--- src/sv/bmpfb_pkg.sv ---
// Types and constants of the BMP pixel streamer.
`timescale 1ns / 1ps
`default_nettype none

package bmpfb_pkg;

    localparam int APB_ADDR_W = 5;
    localparam int APB_DATA_W = 32;
    localparam int SIDE_W     = 11;
    localparam int ORIGIN_W   = 10;
    localparam int PIX_ADDR_W = 19;
    localparam int COLOR_W    = 32;
    localparam int REG_IDX_W  = 3;

    localparam logic [REG_IDX_W-1:0] REG_IMAGE_WIDTH  = 3'd0;
    localparam logic [REG_IDX_W-1:0] REG_IMAGE_HEIGHT = 3'd1;
    localparam logic [REG_IDX_W-1:0] REG_TOP_DOWN     = 3'd2;
    localparam logic [REG_IDX_W-1:0] REG_HAS_ALPHA    = 3'd3;
    localparam logic [REG_IDX_W-1:0] REG_ORIGIN_X     = 3'd4;
    localparam logic [REG_IDX_W-1:0] REG_ORIGIN_Y     = 3'd5;

    typedef struct packed {
        logic [SIDE_W-1:0]   image_width;
        logic [SIDE_W-1:0]   image_height;
        logic                top_down;
        logic                has_alpha;
        logic [ORIGIN_W-1:0] origin_x;
        logic [ORIGIN_W-1:0] origin_y;
    } cfg_t;

endpackage

`default_nettype wire

--- src/sv/bmpfb_cfg.sv ---
// APB register file holding the image geometry and format.
`timescale 1ns / 1ps
`default_nettype none

module bmpfb_cfg
    import bmpfb_pkg::*;
(
    input  wire logic                  clk,
    input  wire logic                  rst_n,
    input  wire logic                  psel,
    input  wire logic                  penable,
    input  wire logic                  pwrite,
    input  wire logic [APB_ADDR_W-1:0] paddr,
    input  wire logic [APB_DATA_W-1:0] pwdata,
    output logic      [APB_DATA_W-1:0] prdata,
    output logic                       pready,
    output cfg_t                       cfg
);

    cfg_t                 cfg_reg;
    cfg_t                 cfg_next;
    logic [REG_IDX_W-1:0] reg_idx;
    logic                 wr_en;

    assign reg_idx = paddr[APB_ADDR_W-1:2];
    assign wr_en   = psel && penable && pwrite;
    assign pready  = 1'b1;
    assign cfg     = cfg_reg;

    always_comb
    begin
        cfg_next = cfg_reg;
        if (wr_en)
        begin
            case (reg_idx)
                REG_IMAGE_WIDTH:  cfg_next.image_width  = pwdata[SIDE_W-1:0];
                REG_IMAGE_HEIGHT: cfg_next.image_height = pwdata[SIDE_W-1:0];
                REG_TOP_DOWN:     cfg_next.top_down     = pwdata[0];
                REG_HAS_ALPHA:    cfg_next.has_alpha    = pwdata[0];
                REG_ORIGIN_X:     cfg_next.origin_x     = pwdata[ORIGIN_W-1:0];
                REG_ORIGIN_Y:     cfg_next.origin_y     = pwdata[ORIGIN_W-1:0];
                default:          cfg_next = cfg_reg;
            endcase
        end
    end

    always_ff @(posedge clk or negedge rst_n)
    begin
        if (!rst_n)
        begin
            cfg_reg.image_width  <= SIDE_W'(1);
            cfg_reg.image_height <= SIDE_W'(1);
            cfg_reg.top_down     <= 1'b0;
            cfg_reg.has_alpha    <= 1'b0;
            cfg_reg.origin_x     <= '0;
            cfg_reg.origin_y     <= '0;
        end
        else
        begin
            cfg_reg <= cfg_next;
        end
    end

    always_comb
    begin
        case (reg_idx)
            REG_IMAGE_WIDTH:  prdata = APB_DATA_W'(cfg_reg.image_width);
            REG_IMAGE_HEIGHT: prdata = APB_DATA_W'(cfg_reg.image_height);
            REG_TOP_DOWN:     prdata = APB_DATA_W'(cfg_reg.top_down);
            REG_HAS_ALPHA:    prdata = APB_DATA_W'(cfg_reg.has_alpha);
            REG_ORIGIN_X:     prdata = APB_DATA_W'(cfg_reg.origin_x);
            REG_ORIGIN_Y:     prdata = APB_DATA_W'(cfg_reg.origin_y);
            default:          prdata = '0;
        endcase
    end

endmodule

`default_nettype wire

--- src/sv/bmpfb_parse.sv ---
// Byte parser: gathers pixel bytes, skips row padding, tracks position and clipping.
`timescale 1ns / 1ps
`default_nettype none

module bmpfb_parse
    import bmpfb_pkg::*;
#(
    parameter int SCREEN_WIDTH   = 800,
    parameter int SCREEN_HEIGHT  = 480,
    parameter int MAX_IMAGE_SIDE = 1024,
    parameter int CW             = (MAX_IMAGE_SIDE > 1) ? $clog2(MAX_IMAGE_SIDE) : 1,
    parameter int SXW            = ((CW > ORIGIN_W) ? CW : ORIGIN_W) + 1
)
(
    input  wire logic           clk,
    input  wire logic           rst_n,
    input  wire cfg_t           cfg,
    input  wire logic           in_valid,
    output logic                in_ready,
    input  wire logic [7:0]     data_byte,
    output logic                pix_valid,
    input  wire logic           pix_take,
    output logic [SXW-1:0]      pix_sx,
    output logic [SXW-1:0]      pix_sy,
    output logic                pix_clip,
    output logic                pix_last,
    output logic [COLOR_W-1:0]  pix_color
);

    localparam int WW = CW + 1;

    logic [1:0]         phase_reg,   phase_next;
    logic [23:0]        partial_reg, partial_next;
    logic [CW-1:0]      col_reg,     col_next;
    logic [CW-1:0]      row_reg,     row_next;
    logic [1:0]         pad_reg,     pad_next;
    logic               pvalid_reg,  pvalid_next;
    logic [SXW-1:0]     sx_reg, sy_reg;
    logic               clip_reg, last_reg;
    logic [COLOR_W-1:0] color_reg;

    logic               accept;
    logic               done;
    logic               emit;
    logic [31:0]        w32, h32;
    logic [WW-1:0]      w, h;
    logic [CW-1:0]      img_y;
    logic [SXW-1:0]     sx, sy;
    logic               clip;
    logic               row_end, img_end;
    logic [COLOR_W-1:0] color;

    assign in_ready  = !pvalid_reg || pix_take;
    assign accept    = in_valid && in_ready;

    // Clamp the sizes to 1..MAX_IMAGE_SIDE.
    always_comb
    begin
        if (cfg.image_width == '0)
            w32 = 32'd1;
        else if (32'(cfg.image_width) > 32'(MAX_IMAGE_SIDE))
            w32 = 32'(MAX_IMAGE_SIDE);
        else
            w32 = 32'(cfg.image_width);
        if (cfg.image_height == '0)
            h32 = 32'd1;
        else if (32'(cfg.image_height) > 32'(MAX_IMAGE_SIDE))
            h32 = 32'(MAX_IMAGE_SIDE);
        else
            h32 = 32'(cfg.image_height);
    end

    assign w = WW'(w32);
    assign h = WW'(h32);

    assign done  = cfg.has_alpha ? (phase_reg == 2'd3) : phase_reg[1];
    assign color = cfg.has_alpha ? {data_byte, partial_reg}
                                 : {8'h00, data_byte, partial_reg[15:0]};

    // Bottom-up rows count down from the image's last row.
    always_comb
    begin
        if (cfg.top_down)
            img_y = row_reg;
        else if ({1'b0, row_reg} >= h)
            img_y = '0;
        else
            img_y = CW'(h - WW'(1) - {1'b0, row_reg});
    end

    assign sx      = SXW'(cfg.origin_x) + SXW'(col_reg);
    assign sy      = SXW'(cfg.origin_y) + SXW'(img_y);
    assign clip    = (32'(sx) >= 32'(SCREEN_WIDTH)) || (32'(sy) >= 32'(SCREEN_HEIGHT));
    assign row_end = ({1'b0, col_reg} + WW'(1)) >= w;
    assign img_end = ({1'b0, row_reg} + WW'(1)) >= h;
    assign emit    = accept && (pad_reg == 2'd0) && done;

    always_comb
    begin
        phase_next   = phase_reg;
        partial_next = partial_reg;
        col_next     = col_reg;
        row_next     = row_reg;
        pad_next     = pad_reg;
        if (accept)
        begin
            if (pad_reg != 2'd0)
            begin
                // Drop a padding byte.
                pad_next = pad_reg - 2'd1;
            end
            else if (!done)
            begin
                case (phase_reg)
                    2'd0:    partial_next[7:0]   = data_byte;
                    2'd1:    partial_next[15:8]  = data_byte;
                    2'd2:    partial_next[23:16] = data_byte;
                    default: partial_next = partial_reg;
                endcase
                phase_next = phase_reg + 2'd1;
            end
            else
            begin
                phase_next   = 2'd0;
                partial_next = '0;
                if (row_end)
                begin
                    // 3 bytes per pixel: pad count equals width mod 4.
                    pad_next = cfg.has_alpha ? 2'd0 : w[1:0];
                    col_next = '0;
                    row_next = img_end ? '0 : row_reg + CW'(1);
                end
                else
                begin
                    col_next = col_reg + CW'(1);
                end
            end
        end
    end

    always_comb
    begin
        if (emit)
            pvalid_next = 1'b1;
        else if (pix_take)
            pvalid_next = 1'b0;
        else
            pvalid_next = pvalid_reg;
    end

    always_ff @(posedge clk or negedge rst_n)
    begin
        if (!rst_n)
        begin
            phase_reg   <= '0;
            partial_reg <= '0;
            col_reg     <= '0;
            row_reg     <= '0;
            pad_reg     <= '0;
            pvalid_reg  <= 1'b0;
        end
        else
        begin
            phase_reg   <= phase_next;
            partial_reg <= partial_next;
            col_reg     <= col_next;
            row_reg     <= row_next;
            pad_reg     <= pad_next;
            pvalid_reg  <= pvalid_next;
        end
    end

    always_ff @(posedge clk)
    begin
        if (emit)
        begin
            sx_reg    <= sx;
            sy_reg    <= sy;
            clip_reg  <= clip;
            last_reg  <= img_end && row_end;
            color_reg <= color;
        end
    end

    assign pix_valid = pvalid_reg;
    assign pix_sx    = sx_reg;
    assign pix_sy    = sy_reg;
    assign pix_clip  = clip_reg;
    assign pix_last  = last_reg;
    assign pix_color = color_reg;

endmodule

`default_nettype wire

--- src/sv/bmpfb_out.sv ---
// Result stage: framebuffer address from screen position, output register.
`timescale 1ns / 1ps
`default_nettype none

module bmpfb_out
    import bmpfb_pkg::*;
#(
    parameter int SCREEN_WIDTH = 800,
    parameter int SXW          = 11
)
(
    input  wire logic                 clk,
    input  wire logic                 rst_n,
    input  wire logic                 pix_valid,
    output logic                      pix_take,
    input  wire logic [SXW-1:0]       pix_sx,
    input  wire logic [SXW-1:0]       pix_sy,
    input  wire logic                 pix_clip,
    input  wire logic                 pix_last,
    input  wire logic [COLOR_W-1:0]   pix_color,
    output logic                      out_valid,
    input  wire logic                 out_ready,
    output logic [PIX_ADDR_W-1:0]     pixel_address,
    output logic [COLOR_W-1:0]        pixel_color,
    output logic                      clipped,
    output logic                      last_pixel
);

    logic                  ovalid_reg, ovalid_next;
    logic [PIX_ADDR_W-1:0] addr_reg;
    logic [COLOR_W-1:0]    color_reg;
    logic                  clip_reg, last_reg;
    logic [PIX_ADDR_W-1:0] addr;
    logic                  load;

    assign pix_take = !ovalid_reg || out_ready;
    assign load     = pix_valid && pix_take;

    // Address wraps to its 19-bit field.
    assign addr = pix_clip ? '0
                : PIX_ADDR_W'(PIX_ADDR_W'(pix_sy) * PIX_ADDR_W'(SCREEN_WIDTH)
                              + PIX_ADDR_W'(pix_sx));

    always_comb
    begin
        if (load)
            ovalid_next = 1'b1;
        else if (out_ready)
            ovalid_next = 1'b0;
        else
            ovalid_next = ovalid_reg;
    end

    always_ff @(posedge clk or negedge rst_n)
    begin
        if (!rst_n)
            ovalid_reg <= 1'b0;
        else
            ovalid_reg <= ovalid_next;
    end

    always_ff @(posedge clk)
    begin
        if (load)
        begin
            addr_reg  <= addr;
            color_reg <= pix_color;
            clip_reg  <= pix_clip;
            last_reg  <= pix_last;
        end
    end

    assign out_valid     = ovalid_reg;
    assign pixel_address = addr_reg;
    assign pixel_color   = color_reg;
    assign clipped       = clip_reg;
    assign last_pixel    = last_reg;

endmodule

`default_nettype wire

--- src/sv/bmp_pixel_stream_to_framebuffer.sv ---
// Top level: BMP pixel-array byte stream to ARGB framebuffer writes.
//
//   channel  | handshake             | payload
//   ---------+-----------------------+-------------------------------------------
//   in       | in_valid / in_ready   | data_byte
//   out      | out_valid / out_ready | pixel_address, pixel_color, clipped,
//            |                       | last_pixel
//   config   | APB psel/penable      | paddr, pwdata, prdata
//
// One byte is taken per cycle while in_ready is high; a pixel result is held in the parser
// register and then in the output register, which holds the multiplied address.
// in_ready stays high while either stage has room; with both stages full and out_ready
// low, input stalls, padding bytes included.
// Reset clears the byte phase, counters, padding count and both valid flags.
// Padding bytes and non-final pixel bytes produce no result.
`timescale 1ns / 1ps
`default_nettype none

module bmp_pixel_stream_to_framebuffer
    import bmpfb_pkg::*;
#(
    parameter int SCREEN_WIDTH   = 800,
    parameter int SCREEN_HEIGHT  = 480,
    parameter int MAX_IMAGE_SIDE = 1024
)
(
    input  wire logic                  clk,
    input  wire logic                  rst_n,
    input  wire logic                  psel,
    input  wire logic                  penable,
    input  wire logic                  pwrite,
    input  wire logic [APB_ADDR_W-1:0] paddr,
    input  wire logic [APB_DATA_W-1:0] pwdata,
    output logic      [APB_DATA_W-1:0] prdata,
    output logic                       pready,
    input  wire logic                  in_valid,
    output logic                       in_ready,
    input  wire logic [7:0]            data_byte,
    output logic                       out_valid,
    input  wire logic                  out_ready,
    output logic [PIX_ADDR_W-1:0]      pixel_address,
    output logic [COLOR_W-1:0]         pixel_color,
    output logic                       clipped,
    output logic                       last_pixel
);

    localparam int CW  = (MAX_IMAGE_SIDE > 1) ? $clog2(MAX_IMAGE_SIDE) : 1;
    localparam int SXW = ((CW > ORIGIN_W) ? CW : ORIGIN_W) + 1;

    cfg_t               cfg;
    logic               pix_valid;
    logic               pix_take;
    logic [SXW-1:0]     pix_sx, pix_sy;
    logic               pix_clip, pix_last;
    logic [COLOR_W-1:0] pix_color;

    bmpfb_cfg u_cfg (
        .clk     (clk),
        .rst_n   (rst_n),
        .psel    (psel),
        .penable (penable),
        .pwrite  (pwrite),
        .paddr   (paddr),
        .pwdata  (pwdata),
        .prdata  (prdata),
        .pready  (pready),
        .cfg     (cfg)
    );

    bmpfb_parse #(
        .SCREEN_WIDTH   (SCREEN_WIDTH),
        .SCREEN_HEIGHT  (SCREEN_HEIGHT),
        .MAX_IMAGE_SIDE (MAX_IMAGE_SIDE),
        .CW             (CW),
        .SXW            (SXW)
    ) u_parse (
        .clk       (clk),
        .rst_n     (rst_n),
        .cfg       (cfg),
        .in_valid  (in_valid),
        .in_ready  (in_ready),
        .data_byte (data_byte),
        .pix_valid (pix_valid),
        .pix_take  (pix_take),
        .pix_sx    (pix_sx),
        .pix_sy    (pix_sy),
        .pix_clip  (pix_clip),
        .pix_last  (pix_last),
        .pix_color (pix_color)
    );

    bmpfb_out #(
        .SCREEN_WIDTH (SCREEN_WIDTH),
        .SXW          (SXW)
    ) u_out (
        .clk           (clk),
        .rst_n         (rst_n),
        .pix_valid     (pix_valid),
        .pix_take      (pix_take),
        .pix_sx        (pix_sx),
        .pix_sy        (pix_sy),
        .pix_clip      (pix_clip),
        .pix_last      (pix_last),
        .pix_color     (pix_color),
        .out_valid     (out_valid),
        .out_ready     (out_ready),
        .pixel_address (pixel_address),
        .pixel_color   (pixel_color),
        .clipped       (clipped),
        .last_pixel    (last_pixel)
    );

endmodule

`default_nettype wire

--- config.mk ---
export PLATFORM = sky130hd
export DESIGN_NAME = bmp_pixel_stream_to_framebuffer
export DESIGN_NICKNAME = d
export VERILOG_FILES = /design/src/sv/bmpfb_pkg.sv /design/src/sv/bmpfb_cfg.sv /design/src/sv/bmpfb_parse.sv /design/src/sv/bmpfb_out.sv /design/src/sv/bmp_pixel_stream_to_framebuffer.sv
export SDC_FILE = /design/constraint.sdc
export NUM_CORES = 1
export LEC_CHECK = 0
export BUFFER_PORTS_ARGS = -buffer_cell sky130_fd_sc_hd__clkbuf_2
export CORE_MARGIN = 10
export CORE_UTILIZATION = 32
export CTS_CLUSTER_SIZE = 28
export DETAILED_ROUTE_END_ITERATION = 16
export PLACE_DENSITY = 0.47
export SYNTH_ARGS = -nofsm -noshare
export SYNTH_HDL_FRONTEND = slang
export SYNTH_SLANG_ARGS = --single-unit
--- constraint.sdc ---
create_clock -name clk -period 8.1 [get_ports clk]
set_input_delay 0.81 -clock clk [delete_from_list [all_inputs] [get_ports clk]]
set_output_delay 0.81 -clock clk [all_outputs]
set_load 0.02 [all_outputs]
# == Yosys cells after proc, flatten, opt, wreduce, memory -nomap -nowiden ==
# Index checks and enable logic that the tools add are counted.
# Widths: inputs -> output; s select.
# totals
register_bits,203
input_bits,52
out_inout_bits,88
elab_cells,115
# classes
addsub,11
multipliers,1
order_cmp,7
eq_ne,8
muxes,24
bitwise,1
reduce_logical,38
# ops
operator,count
$pmux 11 s6,1
$mux 24,2
$mux 11,4
$mux 10,4
$mux 8,3
$add 10x1->11 const B,2
$add 10x10->11,2
$ge 11x11->1,2
$gt 11x11->1 const B,2
$logic_not 11->1,2
$add 10x1->10 const B,2
$add 19x11->19,1
$reduce_bool 2->1,8
$reduce_and 3->1,5
$mul 11x5->14 const B,1
$reduce_and 2->1,7
$ge 10x11->1,1
$ge 11x10->1 const B,1
$ge 11x9->1 const B,1
$mux 2,5
$sub 10x1->10 const B,1
$sub 10x10->10,1
$logic_and 1x1->1,7
$eq 3x2->1 const B,2
other kinds (13),23

# == Logic depth before layout (Yosys ltp) ==
# Gate-level depths: netlist of run 1.
# logic_depth
ltp_word,10
ltp_mapped,22
depth_no_buf,21

# == Hierarchy ==
# Synthesis of run 1 repeated with hierarchy kept, for this count alone.
# hier_totals
hier_cells,974
hier_area_um2,11701.2
# by_module_without_submodules
mod,instances,cells_each,area_each_um2,seq_area_each_um2
bmpfb_parse,1,587,6361.1,2907.8
bmpfb_out,1,229,3059.2,1616.6
bmpfb_cfg,1,158,2280.9,1103.6

# == Worst setup path before layout of run 1 ==
# OpenSTA, ideal clock, no wires.
# synth_timing
path_type,reg-to-reg
startpoint,reg u_cfg.cfg_reg (netlist bit u_cfg.cfg[32])
endpoint,"reg u_parse.clip_reg (netlist: u_parse.pix_clip), data pin"
setup_ns,0.263
arrival_ns,4.153
required_time_ns,7.837
path_slack_ns,3.684
stages_incl_launch_ff,21
path_buffers,1
synth_period_minus_slack_ns,4.416
cell_sequence,dfrtp_1 > inv_1 > clkbuf_1 > nand2_1 > inv_1 > ha_1 > a21o_1 > a21o_1 > a21oi_1 > o21ai_1 > a21oi_1 > nand2b_1 > o21ai_1 > ha_1 > nor2b_4 > o31a_1 > or4_1 > a31oi_2 > xnor2_1 > a41o_1 > a2111o_1
# synth_via
elab_chain_len,10
word_cells_on_any_way,12
classes_between,add/sub: 3; order compare: 3; mux: 4; reduce/logical: 2
# synth_rtl
element,line,text
from (decl),bmpfb_cfg.sv:20,cfg_t cfg_reg;
from (signal assigned),bmpfb_cfg.sv:60,cfg_reg <= cfg_next;
$gt 11x11->1,bmpfb_parse.sv:67,else if (32'(cfg.image_height) > 32'(MAX_IMAGE_SIDE))
$mux 11,bmpfb_parse.sv:67,
$mux 11 *,bmpfb_parse.sv:65,if (cfg.image_height == '0)
$sub 10x1->10,bmpfb_parse.sv:88,"img_y = CW'(h - WW'(1) - {1'b0, row_reg});"
$sub 10x10->10,bmpfb_parse.sv:88,
$mux 10 *,bmpfb_parse.sv:85,"else if ({1'b0, row_reg} >= h)"
$mux 10 *,bmpfb_parse.sv:83,if (cfg.top_down)
$add 10x10->11 *,bmpfb_parse.sv:92,assign sy = SXW'(cfg.origin_y) + SXW'(img_y);
named net u_parse.sy[8],bmpfb_parse.sv:48,"logic [SXW-1:0] sx, sy;"
$ge 11x9->1 *,bmpfb_parse.sv:93,assign clip = (32'(sx) >= 32'(SCREEN_WIDTH)) || (32'(sy) >= 32'(SCREEN_HEIGHT));
$logic_or 1x1->1 *,bmpfb_parse.sv:93,
named net u_parse.clip,bmpfb_parse.sv:49,logic clip;
to (signal assigned),bmpfb_parse.sv:179,clip_reg <= clip;
to (decl),bmpfb_parse.sv:39,"logic clip_reg, last_reg;"
# The timed path passes the listed nets; every way through them passes the cells marked *.
# A chain may end at the register's enable or synchronous reset.

# == Worst setup path in the final report of run 1 ==
# layout_timing
startpoint,reg u_cfg.cfg_reg (netlist bit u_cfg.cfg[27])
endpoint,"reg u_parse.clip_reg (netlist: u_parse.pix_clip), data pin"
# Same word-level chain as after synthesis.

==> results of run 1 <==
## routing by layer
| metal | up-vias | track usage [%] |
|---|---|---|
| met2 | 160 | 18.4 |
| li1 | 3702 | - |
| met4 | 0 | 2.73 |
| met3 | 26 | 2.31 |
| met5 | - | 0 |
| met1 | 3602 | 17.0 |
## cell usage in the layout, fill, tap and decap left out, types with 11 or more instances in the layout
| master | n |
|---|---|
| xor2_1 | 20 |
| a21oi_1 | 39 |
| edfxtp_1 | 109 |
| conb_1 | 22 |
| and2_1 | 11 |
| o21ai_1 | 40 |
| clkbuf_2 | 93 |
| a21o_1 | 15 |
| clkbuf_16 | 24 |
| nand2_1 | 70 |
| mux2_1 | 28 |
| xnor2_1 | 40 |
| nor2b_1 | 21 |
| nand2b_1 | 13 |
| mux2_2 | 22 |
| o21ai_0 | 13 |
| dfrtp_1 | 92 |
| nor2_1 | 41 |
| ha_1 | 104 |
| nand3_1 | 20 |
| inv_1 | 70 |
| a22o_1 | 25 |
| nor3_1 | 14 |
## final cells by class
| cell class | instances | share of cell area, % |
|---|---|---|
| Multi-Input combinational cell | 676 | 40.6 |
| Clock buffer | 34 | 5.25 |
| Sequential cell | 203 | 43.0 |
| Inverter | 72 | 2.06 |
| Timing Repair Buffer | 100 | 3.95 |
| Clock inverter | 9 | 0.821 |
| Tap cell | 461 | 4.40 |
## how the worst min path moves through the flow
stage	from	endpoint	slack (ns)
after CTS	rst_n	u_cfg.cfg[21]	0.25
after global routing	rst_n	u_cfg.cfg[21]	0.27
after global placement	u_parse.pix_color[7]	u_out.pixel_color[7]	0.40
final	rst_n	u_cfg.cfg[21]	0.24
after detailed placement	u_parse.pix_color[21]	u_out.pixel_color[21]	0.40
after floorplan	u_parse.pix_last	u_out.last_pixel	0.40
## metrics by stage
stage	setup WS, ns	hold slack (ns)	total power [mW]	instances	util [%]
final	2.94	0.240	5.54	1555	37.0
after global routing	2.48	0.269	6.07	1555	37.0
after CTS	2.90	0.250	5.64	1555	37.0
after detailed placement	2.91	0.405	4.52	1512	34.8
after global placement	2.91	0.402	4.52	1512	34.8
after floorplan	3.68	0.400	3.86	1000	-
## power groups by stage
stage          sequential, mW  combinational (mW)  clock [mW]
6_report                 1.72                2.75        1.07
5_1_grt                  1.76                3.17        1.15
4_1_cts                  1.73                2.80        1.11
3_5_place_dp             1.74                2.78           0
3_3_place_gp             1.74                2.78           0
2_1_floorplan            1.72                2.14           0
## critical path, cell delays in order, from the launching register on
cell	delay, ns
dfrtp_1	0.41
nor4_1	0.31
a31oi_1	0.12
nor2_1	0.30
ha_1	0.31
nand2b_1	0.14
a21o_1	0.18
a21oi_1	0.17
o21ai_1	0.09
a21oi_1	0.36
nand2b_1	0.27
o21ai_1	0.21
ha_1	0.29
nor2b_4	0.14
o31a_1	0.26
or4_1	0.42
a31oi_2	0.24
xnor2_1	0.12
a41o_1	0.19
a2111o_1	0.37
## kinds of logic (layout without fill, tap and decap cells)
group | after synthesis | count (layout) | synth area share (%)
flops | 203 | 203 | 49.4
buf+inv | 121 | 215 | 4.72
mux | 62 | 62 | 6.98
compound gates | 187 | 187 | 10.8
simple gates | 231 | 231 | 10.3
xor+xnor | 60 | 60 | 4.61
fa+ha+maj | 114 | 114 | 13.2
other cells | 2 | 22 | 0.0659
==> reports/results.ini, run 1 <==
[status]
outcome = complete, no violations

[cts]
clockBufferDepth = 3
post_cts_buffers = 0
cts_sinks = 203
clock_latency_ns = 0.52
cts_htree_levels = 1
post_cts_resized = 0
cts_hold_buf = 0
cts_root_buffer = clkbuf_16
cts_tree = built
cts-buffers-inserted = 24
cts.clk_slew.worst_paths_ns = 0.06

[finish]
largest_register_ffs = 44
fillers = 3524
area_growth_pct = 14.9
finalInstanceArea_mm2 = 0.0131
seqCellArea_mm2 = 0.00563
drive_above_1_share_pct = 16.2
final_nets = 1243
multi_input_area_mm2 = 0.00531
antennaDiodeCount = 0

[setup_path]
setup.worst_path.end = u_parse.pix_clip
critPathLaunchType = flop
worstReg2RegStart = u_cfg.cfg[27]
reg2reg_depth = 19
cp-end-kind = flop
startpoint = u_cfg.cfg[27]
worstPathMaxFanout = 7
crit_type = reg2reg
rrSetupSlack_ns = 2.94
reg2reg_to = u_parse.pix_clip
crit_required_ns = 8.36
cp.arrival_ns = 5.42

[routing]
met3WireLength_um = 1280
ant_nets = 0
vias = 7490
met2_wirelength_um = 11700
top_layer = met4
drc = 0
wl_met1_um = 13200
drtPass1Iterations = 4
wl_per_cell_um = 17.1
vias_per_cell = 4.82
drtIter0Drc = 343
wl_um = 26600

[yosys]
netlist_top_cells_area = edfxtp_1 (29%), dfrtp_1 (20%), ha_1 (11%), xnor2_1 (3.1%), mux2_1 (2.8%)
synth_seq_cells = 203
synth_flop_cell = edfxtp_1
seq_area_frac_synth_pct = 49.4
yosys_warnings = 0
synth_top_area_share_pct = 28.7
yosysUniqueCellTypes = 65
synth_area_mm2 = 0.0114
synth_commonest_cells = edfxtp_1 (109), ha_1 (104), dfrtp_1 (92)
yosys.cell_count.top_type = edfxtp_1
avgSynthCellArea_um2 = 11.6
synth_top_area_cell = edfxtp_1
synth_edf_count = 109
async_flop_share_pct = 46.3
synthCells = 980

[run]
maxCapViolations = 0

[place]
port_buffers = 94
place_hpwl_um = 19900
place_area_mm2 = 0.0123
place_congestion = 0.813

[min_path]
hp-class = in2async

[grt]
antenna_found_initial = 0
grt_pass1_vias = 7638
grt_pass1_wl_um = 43000
grt_use_total_pct = 12.0
grt_overflow_total = 0
grt_max_degree = 63

[power_and_ir_drop]
power.density_mw_per_mm2 = 423
p_clk_share_pct = 19.4
vdd_drop_max_v = 0.000197
power_frac_seq_pct = 31.0
p_switching_mw = 2.23
p_int_mw = 3.31
leakagePower_nw = 5.76
combPwrFrac_pct = 49.6
sw_frac_of_total_pct = 40.2

[sta]
min_period_ns = 5.16
final_max_slew_viol_count = 0
finalCritPeriodShare_pct = 63.7
setup_tns_ns = 0
grt_setup_unrepaired = false
tightestPinTransition_ns = 1.09
setup_viol = 0
clock_skew_ns = 0.0101
max_slew_margin_pct = 27.0
finalHoldViolations = 0
fmax_ghz = 0.194

[floorplan]
die_x_um = 209
core-area_mm2 = 0.0354
num_rows = 69
io_pins = 140
die_area_mm2 = 0.0436
fp.dieH_um = 209
start_util_pct = 32.2

No activity file was read; power rests on OpenSTA's default activity.
==> run 2: changes to the inputs <==
PLACE_DENSITY = 0.49   (was 0.47)
clock period = 4.3 ns   (was 8.1 ns; I/O delays follow)
==> run 2 against run 1 <==
The run now ends with negative setup slack left; critical endpoint unchanged; global-route usage is 0.52 points higher; die area did not move; final area is 3.4% higher; clock power grew 72%; clock skew decreased by 0.0013 ns; critical path depth grew 1; sequential power is 85% higher; critical path type unchanged.
==> reports/results.ini, run 2 (same netlist as run 1, synthesis figures left out) <==
[status]
outcome = finished, violations left  ; was complete, no violations
violations = negative setup slack

[power_and_ir_drop]
p_switching_mw = 4.36  ; was 2.23 mW
p_int_mw = 6.49  ; was 3.31 mW
vdd_drop_max_v = 0.000437  ; was 0.000197 V
p_clk_share_pct = 17.0  ; was 19.4%
combPwrFrac_pct = 53.6  ; was 49.6%
sw_frac_of_total_pct = 40.2  ; about the same
power.density_mw_per_mm2 = 801  ; was 423 mW/mm^2
leakagePower_nw = 6.03  ; was 5.76 nW
power_frac_seq_pct = 29.4  ; was 31.0%

[finish]
largest_register_ffs = 44  ; unchanged
final_cell_mix = edfxtp_1 (109), ha_1 (102), clkbuf_2 (93)  ; was edfxtp_1 (109), ha_1 (104), clkbuf_2 (93)
final_nets = 1298  ; was 1243
finalInstanceArea_mm2 = 0.0135  ; was 0.0131 mm^2
drive_above_1_share_pct = 22.0  ; was 16.2%
antennaDiodeCount = 0  ; unchanged
final_common_cell = edfxtp_1  ; unchanged
area_growth_pct = 18.8  ; was 14.9%

[floorplan]
start_util_pct = 32.2  ; unchanged
fp.dieH_um = 209  ; unchanged
die_area_mm2 = 0.0436  ; unchanged
num_rows = 69  ; unchanged
io_pins = 140  ; unchanged
die_x_um = 209  ; unchanged
core-area_mm2 = 0.0354  ; unchanged

[sta]
fmax_ghz = 0.228  ; was 0.194 GHz
final_max_slew_viol_count = 0  ; unchanged
finalHoldViolations = 0  ; unchanged
whs_ns = 0.0150  ; was 0.240 ns
finalCritPeriodShare_pct = 102  ; was 63.7%
setup_viol = 1  ; was 0
min_period_ns = 4.39  ; was 5.16 ns
tightestPinTransition_ns = 1.02  ; was 1.09 ns
clock_skew_ns = 0.00887  ; was 0.0101 ns
setup_ws_ns = -0.0903  ; was 2.94 ns
max_slew_margin_pct = 31.3  ; was 27.0%
grt_setup_unrepaired = true  ; was false

[grt]
grt_use_total_pct = 12.5  ; was 12.0%
grt_max_degree = 67  ; was 63
grt_pass1_vias = 7946  ; was 7638
antenna_found_initial = 0  ; unchanged
grt_overflow_total = 0  ; unchanged
grt_pass1_wl_um = 44700  ; was 43000 um

[setup_path]
reg2reg_to = u_parse.pix_clip  ; unchanged
worstPathMaxFanout = 4  ; was 7
startpoint = u_cfg.cfg[27]  ; unchanged
cp.arrival_ns = 4.66  ; was 5.42 ns
cp-end-kind = flop  ; unchanged
worstReg2RegStart = u_cfg.cfg[27]  ; unchanged
crit_type = reg2reg  ; unchanged
setup.worst_path.end = u_parse.pix_clip  ; unchanged
critPathLaunchType = flop  ; unchanged
rrSetupSlack_ns = -0.09  ; was 2.94 ns
crit_required_ns = 4.57  ; was 8.36 ns
reg2reg_depth = 20  ; was 19

[place]
port_buffers = 94  ; unchanged
place_congestion = 0.863  ; was 0.813
place_area_mm2 = 0.0127  ; was 0.0123 mm^2
pre_cts_ws_ns = -0.280  ; was 2.91 ns
place_hpwl_um = 20700  ; was 19900 um

[routing]
drc = 0  ; unchanged
vias_per_cell = 4.74  ; was 4.82
wl_per_cell_um = 17.3  ; was 17.1 um
ant_nets = 0  ; unchanged
vias = 7628  ; was 7490
drtIter0Drc = 308  ; was 343
drtPass1Iterations = 4  ; unchanged
wl_um = 27800  ; was 26600 um

[cts]
cts-buffers-inserted = 23  ; was 24
cts_root_buffer = clkbuf_16  ; unchanged
cts_htree_levels = 1  ; unchanged
cts_tree = built  ; unchanged
cts.clk_slew.worst_paths_ns = 0.06  ; about the same
clock_latency_ns = 0.53  ; was 0.52 ns
cts_sinks = 203  ; unchanged
clockBufferDepth = 3  ; unchanged
cts_hold_buf = 0  ; unchanged

[min_path]
hp-class = in2async  ; unchanged

[run]
maxCapViolations = 0  ; unchanged

-- run 2: power by group through the flow --
stage	Sequential, mW	Clock [mW]	Combinational, mW
after floorplan	3.23	0	4.04
after global placement	3.23	0	5.58
after detailed placement	3.24	0	5.62
after CTS	3.20	1.90	5.84
after global routing	3.27	1.97	6.64
final	3.19	1.84	5.82
-- run 2: worst min path at each step --
stage,from,to,slack (ns),depth (start not counted)
CTS,rst_n,u_parse.col_reg[2],0.06,1
global route,rst_n,u_cfg.cfg[13],0.07,1
finish,rst_n,u_cfg.cfg[13],0.01,1
detailed placement,u_parse.pix_color[6],u_out.pixel_color[6],0.40,0
global placement,u_parse.pix_last,u_out.last_pixel,0.40,0
floorplan,rst_n,u_cfg.cfg[0],0.13,0
-- run 2: per-layer routing --
layer  vias to the layer above  GRT usage [%]  share of wire, %
li1                       3789              -                 -
met1                      3662           16.8                47
met2                       148           20.1                46
met3                        29           2.37               4.5
met4                         0           3.42               2.3
met5                         -              0                 0
-- run 2: timing repair --
| item | in CTS | in global routing |
|---|---|---|
| resized for setup | 9 | 15 |
| cloned | 0 | 0 |
| pin swaps | 15 | 18 |
| setup buffers | 9 | 5 |
| endpoints found under the setup margin | 1 | 4 |
-- run 2: per-stage QoR --
stage                     power, mW  instances  util (%)  setup TNS (ns)
after floorplan                7.27       1000         -               0
after global placement         8.81       1558      35.8          -0.222
after detailed placement       8.86       1558      35.8          -0.280
after CTS                      10.9       1607      38.1          -0.368
after global routing           11.9       1609      38.3          -0.319
final                          10.9       1609      38.3         -0.0903
-- run 2: critical path, cell delays in order (launching register included) --
cell and delay (ns):
dfrtp_1 0.38, nor4_2 0.30, a31oi_1 0.14, nor2_2 0.16, ha_1 0.27, nand2b_4 0.14, a21o_1 0.16, a21oi_2 0.15
o21ai_2 0.07, a21oi_2 0.18, nand2b_1 0.14, buf_4 0.16, o21ai_2 0.11, ha_1 0.26, o21a_1 0.17, o31a_1 0.12
or4_4 0.44, a31oi_4 0.23, xnor2_2 0.08, a41o_1 0.21, a2111o_1 0.28
-- run 2: final cells by class --
type	instances	area, um^2
tap	461	577
inverter	72	270
timing repair buffer	156	951
clock inverter	8	58.8
fill	3512	21900
sequential	203	5630
clock buffer	33	643
multi-input combinational	676	5410
